File: src/rtl/lgd_pkg.sv
package lgd_pkg;

  // Defaults for the top-level parameters
  localparam int FLOOR_COUNT_DEF = 16;
  localparam int LIFT_COUNT_DEF  = 8;
  localparam int TIME_BITS_DEF   = 20;

  // Fixed field widths of the request, the result and the register file
  localparam int FIELD_TIME_W  = 20;
  localparam int FIELD_FLOOR_W = 5;
  localparam int SECONDS_W     = 8;
  localparam int INDEX_W       = 3;
  localparam int COUNT_W       = 16;
  localparam int DED_W         = 4;
  localparam int APB_ADDR_W    = 5;
  localparam int APB_DATA_W    = 32;

  // Register file map (word index = paddr[4:2])
  localparam logic [2:0] REG_DISPATCH_MODE   = 3'd0;
  localparam logic [2:0] REG_ZONE_FLOOR      = 3'd1;
  localparam logic [2:0] REG_DEDICATED_LIFTS = 3'd2;
  localparam logic [2:0] REG_WINDOW_START    = 3'd3;
  localparam logic [2:0] REG_WINDOW_END      = 3'd4;
  localparam logic [2:0] REG_FLOOR_SECONDS   = 3'd5;
  localparam logic [2:0] REG_STOP_SECONDS    = 3'd6;

  localparam logic                     MODE_ROTATION = 1'b0;
  localparam logic                     MODE_COST     = 1'b1;
  localparam logic [FIELD_FLOOR_W-1:0] ZONE_FLOOR_RST   = 5'd1;
  localparam logic [DED_W-1:0]         DEDICATED_RST    = 4'd2;
  localparam logic [FIELD_TIME_W-1:0]  WINDOW_START_RST = 20'd14400;
  localparam logic [FIELD_TIME_W-1:0]  WINDOW_END_RST   = 20'd18000;
  localparam logic [SECONDS_W-1:0]     FLOOR_SEC_RST    = 8'd3;
  localparam logic [SECONDS_W-1:0]     STOP_SEC_RST     = 8'd8;

endpackage

File: src/rtl/lgd_cost_unit.sv
module lgd_cost_unit import lgd_pkg::*; #(
  parameter int FLOOR_W = 5,
  parameter int COST_W  = 22
) (
  input  logic [COST_W-1:0]    free_i,
  input  logic [COST_W-1:0]    arrival_i,
  input  logic [FLOOR_W-1:0]   floor_a_i,
  input  logic [FLOOR_W-1:0]   floor_b_i,
  input  logic [SECONDS_W-1:0] floor_seconds_i,
  input  logic [SECONDS_W:0]   extra_i,
  output logic [COST_W-1:0]    cost_o
);

  logic [FLOOR_W-1:0]           floor_gap;
  logic [FLOOR_W+SECONDS_W-1:0] travel;
  logic [COST_W-1:0]            ready;

  assign floor_gap = (floor_a_i > floor_b_i) ? floor_a_i - floor_b_i : floor_b_i - floor_a_i;
  assign travel = {{SECONDS_W{1'b0}}, floor_gap} * {{FLOOR_W{1'b0}}, floor_seconds_i};
  assign ready  = (free_i > arrival_i) ? free_i : arrival_i;
  assign cost_o = ready + COST_W'(travel) + COST_W'(extra_i);

endmodule

File: src/rtl/lift_group_dispatcher.sv
// Sequence: cost mode scans the lifts after the accepting edge (one lift scored per cycle by
// the shared cost unit), then forms pickup and drop-off on the same unit; rotation mode goes
// straight to pickup and drop-off. done_o is high in the cycle after the drop state.
// A new request is taken only when idle, so not before the last result is shown;
// busy is high from acceptance until the result is shown, and the receiver cannot stall.
// Reset: lifts at floor 1 and free at 0, counters and rotation cleared, registers at defaults.
module lift_group_dispatcher import lgd_pkg::*; #(
  parameter int FLOOR_COUNT = FLOOR_COUNT_DEF,
  parameter int LIFT_COUNT  = LIFT_COUNT_DEF,
  parameter int TIME_BITS   = TIME_BITS_DEF
) (
  input  logic                     clk_i,
  input  logic                     rst_ni,
  input  logic                     psel,
  input  logic                     penable,
  input  logic                     pwrite,
  input  logic [APB_ADDR_W-1:0]    paddr,
  input  logic [APB_DATA_W-1:0]    pwdata,
  output logic [APB_DATA_W-1:0]    prdata,
  output logic                     pready,
  input  logic                     start,
  output logic                     busy,
  input  logic                     new_run_i,
  input  logic [FIELD_TIME_W-1:0]  arrival_time_i,
  input  logic [FIELD_FLOOR_W-1:0] origin_floor_i,
  input  logic [FIELD_FLOOR_W-1:0] target_floor_i,
  output logic                     done_o,
  output logic                     served_o,
  output logic [INDEX_W-1:0]       lift_index_o,
  output logic [FIELD_TIME_W-1:0]  pickup_time_o,
  output logic [FIELD_TIME_W-1:0]  dropoff_time_o,
  output logic [FIELD_TIME_W-1:0]  wait_seconds_o,
  output logic [COUNT_W-1:0]       peak_unserved_o
);

  localparam int FLOOR_W = $clog2(FLOOR_COUNT + 1);
  localparam int LIFT_W  = (LIFT_COUNT > 1) ? $clog2(LIFT_COUNT) : 1;
  localparam int BASE_W  = (TIME_BITS > FIELD_TIME_W) ? TIME_BITS : FIELD_TIME_W;
  localparam int COST_W  = BASE_W + 2;

  localparam logic [LIFT_W-1:0] LAST_LIFT = LIFT_W'(LIFT_COUNT - 1);

  localparam logic [1:0] S_IDLE = 2'd0;
  localparam logic [1:0] S_SCAN = 2'd1;
  localparam logic [1:0] S_PICK = 2'd2;
  localparam logic [1:0] S_DROP = 2'd3;

  function automatic logic [FLOOR_W-1:0] clamp_floor(input logic [FIELD_FLOOR_W-1:0] f);
    if (f == '0) begin
      return FLOOR_W'(1);
    end else if (int'(f) > FLOOR_COUNT) begin
      return FLOOR_W'(FLOOR_COUNT);
    end else begin
      return FLOOR_W'(f);
    end
  endfunction

  // Register file
  logic                     mode_q;
  logic [FIELD_FLOOR_W-1:0] zone_floor_q;
  logic [DED_W-1:0]         dedicated_q;
  logic [FIELD_TIME_W-1:0]  window_start_q;
  logic [FIELD_TIME_W-1:0]  window_end_q;
  logic [SECONDS_W-1:0]     floor_sec_q;
  logic [SECONDS_W-1:0]     stop_sec_q;

  // Lift state
  logic [FLOOR_W-1:0]   lift_floor_q [LIFT_COUNT];
  logic [TIME_BITS-1:0] lift_free_q  [LIFT_COUNT];
  logic [LIFT_W-1:0]    rotation_q;
  logic [COUNT_W-1:0]   unserved_q;
  logic [COUNT_W-1:0]   peak_q;

  // Sequencer and request context
  logic [1:0]         state_q;
  logic [LIFT_W-1:0]  idx_q;
  logic [LIFT_W-1:0]  pick_q;
  logic [COST_W-1:0]  best_q;
  logic [COST_W-1:0]  pickup_q;
  logic [COST_W-1:0]  arrival_q;
  logic [FLOOR_W-1:0] origin_q;
  logic [FLOOR_W-1:0] target_q;
  logic               zoning_q;
  logic               zone_req_q;

  // Result registers
  logic                    done_q;
  logic                    served_q;
  logic [INDEX_W-1:0]      res_lift_q;
  logic [FIELD_TIME_W-1:0] res_pickup_q;
  logic [FIELD_TIME_W-1:0] res_dropoff_q;
  logic [FIELD_TIME_W-1:0] res_wait_q;

  logic                    cfg_we;
  logic [2:0]              cfg_idx;
  logic                    accept;
  logic [FLOOR_W-1:0]      origin_c;
  logic [FLOOR_W-1:0]      target_c;
  logic                    zoning_d;
  logic                    zone_req_d;
  logic [LIFT_W-1:0]       rotation_cur;
  logic [LIFT_W-1:0]       rd_idx;
  logic                    penalty;
  logic [COST_W-1:0]       unit_free;
  logic [COST_W-1:0]       unit_arrival;
  logic [FLOOR_W-1:0]      unit_floor_a;
  logic [FLOOR_W-1:0]      unit_floor_b;
  logic [SECONDS_W:0]      unit_extra;
  logic [COST_W-1:0]       unit_cost;
  logic                    overflow;
  logic [COUNT_W-1:0]      unserved_up;
  logic [COST_W-1:0]       wait_full;

  // Configuration port
  assign pready  = 1'b1;
  assign cfg_we  = psel & penable & pwrite;
  assign cfg_idx = paddr[4:2];

  always_comb begin
    case (cfg_idx)
      REG_DISPATCH_MODE:   prdata = APB_DATA_W'(mode_q);
      REG_ZONE_FLOOR:      prdata = APB_DATA_W'(zone_floor_q);
      REG_DEDICATED_LIFTS: prdata = APB_DATA_W'(dedicated_q);
      REG_WINDOW_START:    prdata = APB_DATA_W'(window_start_q);
      REG_WINDOW_END:      prdata = APB_DATA_W'(window_end_q);
      REG_FLOOR_SECONDS:   prdata = APB_DATA_W'(floor_sec_q);
      REG_STOP_SECONDS:    prdata = APB_DATA_W'(stop_sec_q);
      default:             prdata = '0;
    endcase
  end

  always_ff @(posedge clk_i or negedge rst_ni) begin
    if (!rst_ni) begin
      mode_q         <= MODE_COST;
      zone_floor_q   <= ZONE_FLOOR_RST;
      dedicated_q    <= DEDICATED_RST;
      window_start_q <= WINDOW_START_RST;
      window_end_q   <= WINDOW_END_RST;
      floor_sec_q    <= FLOOR_SEC_RST;
      stop_sec_q     <= STOP_SEC_RST;
    end else if (cfg_we) begin
      case (cfg_idx)
        REG_DISPATCH_MODE:   mode_q         <= pwdata[0];
        REG_ZONE_FLOOR:      zone_floor_q   <= pwdata[FIELD_FLOOR_W-1:0];
        REG_DEDICATED_LIFTS: dedicated_q    <= pwdata[DED_W-1:0];
        REG_WINDOW_START:    window_start_q <= pwdata[FIELD_TIME_W-1:0];
        REG_WINDOW_END:      window_end_q   <= pwdata[FIELD_TIME_W-1:0];
        REG_FLOOR_SECONDS:   floor_sec_q    <= pwdata[SECONDS_W-1:0];
        REG_STOP_SECONDS:    stop_sec_q     <= pwdata[SECONDS_W-1:0];
        default: ;
      endcase
    end
  end

  // Request decode
  assign busy         = (state_q != S_IDLE);
  assign accept       = start & ~busy;
  assign origin_c     = clamp_floor(origin_floor_i);
  assign target_c     = clamp_floor(target_floor_i);
  assign zoning_d     = (arrival_time_i >= window_start_q) && (arrival_time_i < window_end_q)
                        && (dedicated_q != '0) && (int'(dedicated_q) < LIFT_COUNT);
  assign zone_req_d   = (int'(zone_floor_q) == int'(origin_c))
                        || (int'(zone_floor_q) == int'(target_c));
  assign rotation_cur = new_run_i ? '0 : rotation_q;

  // Shared cost unit: scores lifts during the scan, then forms pickup and drop-off
  assign rd_idx  = (state_q == S_SCAN) ? idx_q : pick_q;
  assign penalty = zoning_q && (zone_req_q != (int'(idx_q) < int'(dedicated_q)));

  always_comb begin
    unit_free    = COST_W'(lift_free_q[rd_idx]);
    unit_arrival = arrival_q;
    unit_floor_a = lift_floor_q[rd_idx];
    unit_floor_b = origin_q;
    unit_extra   = {1'b0, stop_sec_q};
    case (state_q)
      S_SCAN: begin
        unit_extra = penalty ? ({1'b0, stop_sec_q} + {1'b0, floor_sec_q}) : '0;
      end
      S_DROP: begin
        unit_free    = pickup_q;
        unit_arrival = '0;
        unit_floor_a = origin_q;
        unit_floor_b = target_q;
      end
      default: ;
    endcase
  end

  lgd_cost_unit #(
    .FLOOR_W (FLOOR_W),
    .COST_W  (COST_W)
  ) u_cost (
    .free_i          (unit_free),
    .arrival_i       (unit_arrival),
    .floor_a_i       (unit_floor_a),
    .floor_b_i       (unit_floor_b),
    .floor_seconds_i (floor_sec_q),
    .extra_i         (unit_extra),
    .cost_o          (unit_cost)
  );

  // Drop-off never precedes pickup, so one range check on drop-off covers both
  assign overflow    = |unit_cost[COST_W-1:TIME_BITS];
  assign unserved_up = (unserved_q == '1) ? unserved_q : unserved_q + COUNT_W'(1);
  assign wait_full   = pickup_q - arrival_q;

  always_ff @(posedge clk_i or negedge rst_ni) begin
    if (!rst_ni) begin
      state_q       <= S_IDLE;
      idx_q         <= '0;
      pick_q        <= '0;
      best_q        <= '0;
      pickup_q      <= '0;
      arrival_q     <= '0;
      origin_q      <= '0;
      target_q      <= '0;
      zoning_q      <= 1'b0;
      zone_req_q    <= 1'b0;
      rotation_q    <= '0;
      unserved_q    <= '0;
      peak_q        <= '0;
      done_q        <= 1'b0;
      served_q      <= 1'b0;
      res_lift_q    <= '0;
      res_pickup_q  <= '0;
      res_dropoff_q <= '0;
      res_wait_q    <= '0;
      for (int i = 0; i < LIFT_COUNT; i++) begin
        lift_floor_q[i] <= FLOOR_W'(1);
        lift_free_q[i]  <= '0;
      end
    end else begin
      done_q <= 1'b0;
      case (state_q)
        S_IDLE: begin
          if (accept) begin
            arrival_q  <= COST_W'(arrival_time_i);
            origin_q   <= origin_c;
            target_q   <= target_c;
            zoning_q   <= zoning_d;
            zone_req_q <= zone_req_d;
            idx_q      <= '0;
            if (new_run_i) begin
              for (int i = 0; i < LIFT_COUNT; i++) begin
                lift_floor_q[i] <= FLOOR_W'(1);
                lift_free_q[i]  <= '0;
              end
              unserved_q <= '0;
              peak_q     <= '0;
            end
            if (mode_q == MODE_ROTATION) begin
              pick_q     <= rotation_cur;
              rotation_q <= (rotation_cur == LAST_LIFT) ? '0 : rotation_cur + LIFT_W'(1);
              state_q    <= S_PICK;
            end else begin
              rotation_q <= rotation_cur;
              state_q    <= S_SCAN;
            end
          end
        end
        S_SCAN: begin
          // Strictly lower cost wins, so ties keep the lower index
          if (idx_q == '0 || unit_cost < best_q) begin
            best_q <= unit_cost;
            pick_q <= idx_q;
          end
          if (idx_q == LAST_LIFT) begin
            state_q <= S_PICK;
          end else begin
            idx_q <= idx_q + LIFT_W'(1);
          end
        end
        S_PICK: begin
          pickup_q <= unit_cost;
          state_q  <= S_DROP;
        end
        S_DROP: begin
          done_q  <= 1'b1;
          state_q <= S_IDLE;
          if (overflow) begin
            served_q      <= 1'b0;
            res_lift_q    <= '0;
            res_pickup_q  <= '0;
            res_dropoff_q <= '0;
            res_wait_q    <= '0;
            unserved_q    <= unserved_up;
            if (unserved_up > peak_q) begin
              peak_q <= unserved_up;
            end
          end else begin
            served_q             <= 1'b1;
            res_lift_q           <= INDEX_W'(pick_q);
            res_pickup_q         <= pickup_q[FIELD_TIME_W-1:0];
            res_dropoff_q        <= unit_cost[FIELD_TIME_W-1:0];
            res_wait_q           <= wait_full[FIELD_TIME_W-1:0];
            lift_free_q[pick_q]  <= unit_cost[TIME_BITS-1:0];
            lift_floor_q[pick_q] <= target_q;
            if (unserved_q != '0) begin
              unserved_q <= unserved_q - COUNT_W'(1);
            end
          end
        end
        default: state_q <= S_IDLE;
      endcase
    end
  end

  assign done_o          = done_q;
  assign served_o        = served_q;
  assign lift_index_o    = res_lift_q;
  assign pickup_time_o   = res_pickup_q;
  assign dropoff_time_o  = res_dropoff_q;
  assign wait_seconds_o  = res_wait_q;
  assign peak_unserved_o = peak_q;

  a_done_ends_busy: assert property (@(posedge clk_i) disable iff (!rst_ni)
    $fell(busy) |-> done_o)
    else $error("transaction left busy without a result");

  a_done_not_busy: assert property (@(posedge clk_i) disable iff (!rst_ni)
    done_o |-> !busy)
    else $error("result shown while still busy");

  a_accept_busy: assert property (@(posedge clk_i) disable iff (!rst_ni)
    (start && !busy) |=> busy)
    else $error("accepted transaction did not raise busy");

  a_reject_zero: assert property (@(posedge clk_i) disable iff (!rst_ni)
    (done_o && !served_o) |-> (lift_index_o == '0 && pickup_time_o == '0
                               && dropoff_time_o == '0 && wait_seconds_o == '0))
    else $error("rejected transaction carries nonzero result fields");

  a_scan_range: assert property (@(posedge clk_i) disable iff (!rst_ni)
    (state_q == S_SCAN) |-> (int'(idx_q) < LIFT_COUNT))
    else $error("scan index past last lift");

endmodule
File: config.mk
export PLATFORM = sky130hd
export DESIGN_NAME = lift_group_dispatcher
export DESIGN_NICKNAME = d
export VERILOG_FILES = /design/src/rtl/lgd_pkg.sv /design/src/rtl/lgd_cost_unit.sv /design/src/rtl/lift_group_dispatcher.sv
export SDC_FILE = /design/constraint.sdc
export NUM_CORES = 1
export LEC_CHECK = 0
export ABC_AREA = 0
export BUFFER_PORTS_ARGS = -buffer_cell sky130_fd_sc_hd__buf_2
export CAP_MARGIN = 10
export CORE_MARGIN = 2
export CORE_UTILIZATION = 50
export DETAILED_ROUTE_END_ITERATION = 7
export PLACE_DENSITY = 0.68
export SLEW_MARGIN = 20
export SYNTH_ARGS = -nofsm -noshare
export SYNTH_HDL_FRONTEND = slang
export SYNTH_SLANG_ARGS = --single-unit
export TNS_END_PERCENT = 10
File: constraint.sdc
create_clock -name clk_i -period 21.9 [get_ports clk_i]
set_clock_uncertainty 0.1 [all_clocks]
set_input_delay 3.285 -clock clk_i [delete_from_list [all_inputs] [get_ports clk_i]]
set_output_delay 3.285 -clock clk_i [all_outputs]
set_load 0.02 [all_outputs]
==> metrics list <==
- Entering global routing, the biggest net connects 112 pins.
- The layer flagged by global routing as most heavily used is met2.
- Hold Violations, Final: 0
- Compared with the post-synthesis result, the final layout area differs by 11.1%.
- After detailed routing, the number of remaining DRC violations is 0.
* Routed len/inst: 22.2 µm
* Share of flip-flops with an asynchronous set or reset after synthesis: 100%
* Critical Path Source: state_q[1]$_DFFE_PN0P_
- The startpoint identified for the worst hold timing path is wait_seconds_o[15]$_DFFE_PN0P_.
- Clock latency on the worst-skew pair, taken at its later pin, is 620 ps.
* Die Ht: 238 µm
- The H-tree was split into 2 levels.
- The most used flip-flop cell after synthesis is sky130_fd_sc_hd__dfrtp_1.
- Post-CTS setup repair buffer count: 0
* Post-layout util: 56.2%
- Averaged over all synthesized cells, the footprint is 10.3 µm².
- The critical path is of the register to register type.
* Synth top area cells: sky130_fd_sc_hd__dfrtp_1 (39%), sky130_fd_sc_hd__ha_1 (8.2%), sky130_fd_sc_hd__a22o_1 (5.0%)
* Buffers on Ports: 161
- Crit Path Max Fanout: 39
- Final period utilization: 62.0%
- Most frequently used cell type in the post-synthesis netlist: sky130_fd_sc_hd__dfrtp_1
* Timing-limited maximum frequency: 73.6 MHz
* Required @ worst endpoint: 22,290 ps
- Layout cell share with drive strength beyond 1: 17.5%
- 189 I/O pins were placed.
- Setup slack on the critical path of the routed design comes to 8320 ps.
- Total core area: 53,900 µm²
- Crit path buf inv count: 5
- After clock tree synthesis, the clock-pin slew on the worst setup and hold paths is 60 ps.
* Status: finished, final reports clean
- On the worst path, the slowest cell contributes a delay of 830 ps.
- Synthesis produced a netlist whose cell count is 2,644.
- In the global route stage, met3 resource usage came out at 4.05%.
- Via Count: 21,200
- Final HPWL from detailed placement: 53.9 mm
- Yosys printed 0 warnings.
- After the last flow step, the layout net total stands at 3,007.
- Master cell of the clock root buffer: sky130_fd_sc_hd__clkbuf_16
- The first global-routing pass estimated 120 mm of wire.
- For this configuration, the core starts out at a cell density of 50.6%.
* Multi-input gate area in the final layout: 14,500 µm²
- Sequential area share after synthesis: 41.4%
- Die width: 238 µm
- Floorplan die area: 56,400 µm²
- The netlist uses 77 different library cells.
- Setup violations remaining at the end of the flow were counted as 0.
- After global routing the overflow that remains totals 0.
* Antenna violations before repair: 0
- In the final layout, flip-flops and latches occupy 11,300 µm².
- Setup repair after global routing left no endpoint under its margin.
- Starting DRT DRC Count: 1,667
- Before antenna repair, the detailed router went through 5 iterations.
- Start of the worst register-to-register path: state_q[1]$_DFFE_PN0P_
- Post-layout min period: 13,580 ps
* Fin Setup TNS: 0 ps
* Floorplan row count: 85
- The number of hold buffers added after CTS was 0.
- Yosys mapped a number of flops with a built-in enable equal to 0.
- Via count of the first global-routing pass: 20,900
- Across every metal layer, demand over resource in global routing totals 27.2%.
* Count of final max-slew check failures: 0
- Slew HR: 27.1%
* Global-route met1 utilization: 37.4%
- Antenna-violating nets left: 0
- In the global route stage, met2 resource usage came out at 44.2%.
- The kind of cell with the highest combined delay along the critical path is adder cells.
- In this run, CTS created clock tree buffers numbering 50.
- sky130_fd_sc_hd__dfrtp_1 takes more of the synthesized area than any other cell.
- The filler cells instantiated in the layout total 4,603.
- STA classifies the critical path endpoint as a register.
* Clk buf depth: 3
- Most common library cells after synthesis: sky130_fd_sc_hd__dfrtp_1 (427), sky130_fd_sc_hd__nand2_1 (278), sky130_fd_sc_hd__inv_1 (191)
- Prior to clock tree synthesis, the placed netlist has a worst setup slack of 8230 ps.
* Number of diodes: 0
- Across the run, the number of max-cap violations was 0.
* Wire length reported by the detailed router: 76.5 mm
- Across all hold checks on the routed design, the worst slack comes to 373 ps.
- #FFs+latches synth: 450
- The synthesized design devotes to its leading area cell type 39.2% of total area.
- Arrival time of the worst setup path: 13,970 ps
- The path class of the tightest hold or removal check is register to register.
- The clock net in this run drives a total of 450 sinks.
* Critical-path top delay cell: sky130_fd_sc_hd__xnor2_1
- Worst-margin pin slew: 1090 ps
- After clock tree synthesis, the repair step resized 0 gates.
- Crit start category: register
* Via density per instance: 6.14
- TritonCTS built the clock tree.
* Final weighted congestion in routability-driven placement: 0.901
- Summing every instance area after synthesis gives 27,300 µm².
flip-flops by register name, summed over array words and instances (netlist names), 8 cells and up:
signal	count
arrival_q	20
best_q	22
dropoff_time_o	20
floor_sec_q	8
lift_floor_q	40
lift_free_q	160
peak_unserved_o	16
pickup_q	22
pickup_time_o	20
stop_sec_q	8
unserved_q	16
wait_seconds_o	20
window_end_q	20
window_start_q	20
worst reg2reg max path, delay by kind of cell (launching register included):
kind,cells,cell delay (ps)
AOI/OAI and AO/OA,10,2460
xor gates and xnor gates,2,1240
adders and majority gates,8,3480
buffers and inverters,5,1530
DFF,1,440
muxes,5,2240
and+or+nand+nor,8,1980
stage by stage:
step	cells	instance area, µm²
floorplan	2655	27300
global placement	3359	28400
detailed placement	3359	28400
CTS	3453	30300
global route	3453	30300
finish	3453	30300
path summary, 6_finish.rpt:
kind | depth (start not counted) | slack [ps] | to
setup / recovery | 38 | 8320 | best_q[10]$_DFFE_PN0P_
min in group asynchronous | 1 | 2620 | done_o$_DFF_PN0_
setup reg to reg | 38 | 8320 | best_q[10]$_DFFE_PN0P_
hold reg to reg | 1 | 370 | wait_seconds_o[15]$_DFFE_PN0P_
hold / removal | 1 | 370 | wait_seconds_o[15]$_DFFE_PN0P_
max in group asynchronous | 3 | 16950 | lift_free_q[98]$_DFFE_PN0P_
routing by layer:
layer  vias up  part of all wire (%)
li1       9645                     -
met1     10700                    43
met2       684                    48
met3       140                   6.1
met4         0                   3.2
met5         -                     0
final cells by class:
class	instances	area share [%]
tap	696	2.88
clock buffer	63	4.59
sequential	450	37.3
multi-input combinational	1824	47.8
clock inverter	31	1.50
timing repair buffer	195	3.56
inverter	194	2.41
cell usage in the layout (no fill, tap or decap), types with 10 or more instances in the layout:
master / synthesis / final
sky130_fd_sc_hd__dfstp_2: 23 / 23
sky130_fd_sc_hd__a22o_1: 156 / 156
sky130_fd_sc_hd__fa_1: 40 / 40
sky130_fd_sc_hd__a21o_1: 46 / 45
sky130_fd_sc_hd__nand4_1: 14 / 14
sky130_fd_sc_hd__ha_1: 178 / 177
sky130_fd_sc_hd__buf_2: 10 / 160
sky130_fd_sc_hd__o21ai_0: 145 / 145
sky130_fd_sc_hd__and3_1: 16 / 16
sky130_fd_sc_hd__conb_1: 2 / 13
sky130_fd_sc_hd__mux2_2: 93 / 93
sky130_fd_sc_hd__nor3_1: 31 / 30
sky130_fd_sc_hd__xor2_1: 21 / 21
sky130_fd_sc_hd__nand2b_1: 36 / 35
sky130_fd_sc_hd__mux4_2: 50 / 50
sky130_fd_sc_hd__clkbuf_16: 0 / 50
sky130_fd_sc_hd__nor2_1: 83 / 81
sky130_fd_sc_hd__o311ai_1: 49 / 49
sky130_fd_sc_hd__clkinvlp_4: 0 / 10
sky130_fd_sc_hd__and2_1: 26 / 26
sky130_fd_sc_hd__xnor2_1: 39 / 39
sky130_fd_sc_hd__o31ai_1: 26 / 26
sky130_fd_sc_hd__nor2b_1: 28 / 28
sky130_fd_sc_hd__a21oi_1: 101 / 100
sky130_fd_sc_hd__nand3_1: 75 / 75
sky130_fd_sc_hd__inv_1: 191 / 190
sky130_fd_sc_hd__mux2i_1: 54 / 53
sky130_fd_sc_hd__nand2_1: 278 / 278
sky130_fd_sc_hd__o2bb2ai_1: 72 / 72
sky130_fd_sc_hd__a211oi_1: 11 / 11
sky130_fd_sc_hd__o21a_1: 19 / 19
sky130_fd_sc_hd__dfrtp_1: 427 / 427
sky130_fd_sc_hd__buf_4: 26 / 32
cells by family (layout without fill, tap and decap cells):
family | after synthesis | after routing | synth area share [%]
compound gates | 700 | 700 | 18.5
simple gates | 635 | 635 | 11.1
mux | 198 | 198 | 10.0
xor+xnor | 60 | 60 | 1.93
other cells | 2 | 13 | 0.0275
buf+inv | 381 | 483 | 5.92
flops | 450 | 450 | 41.4
fa+ha+maj | 218 | 218 | 11.1
Power is left out: the tool's default activity adds up to more than one toggle a clock period on the data nets, which glitch-free logic cannot reach.
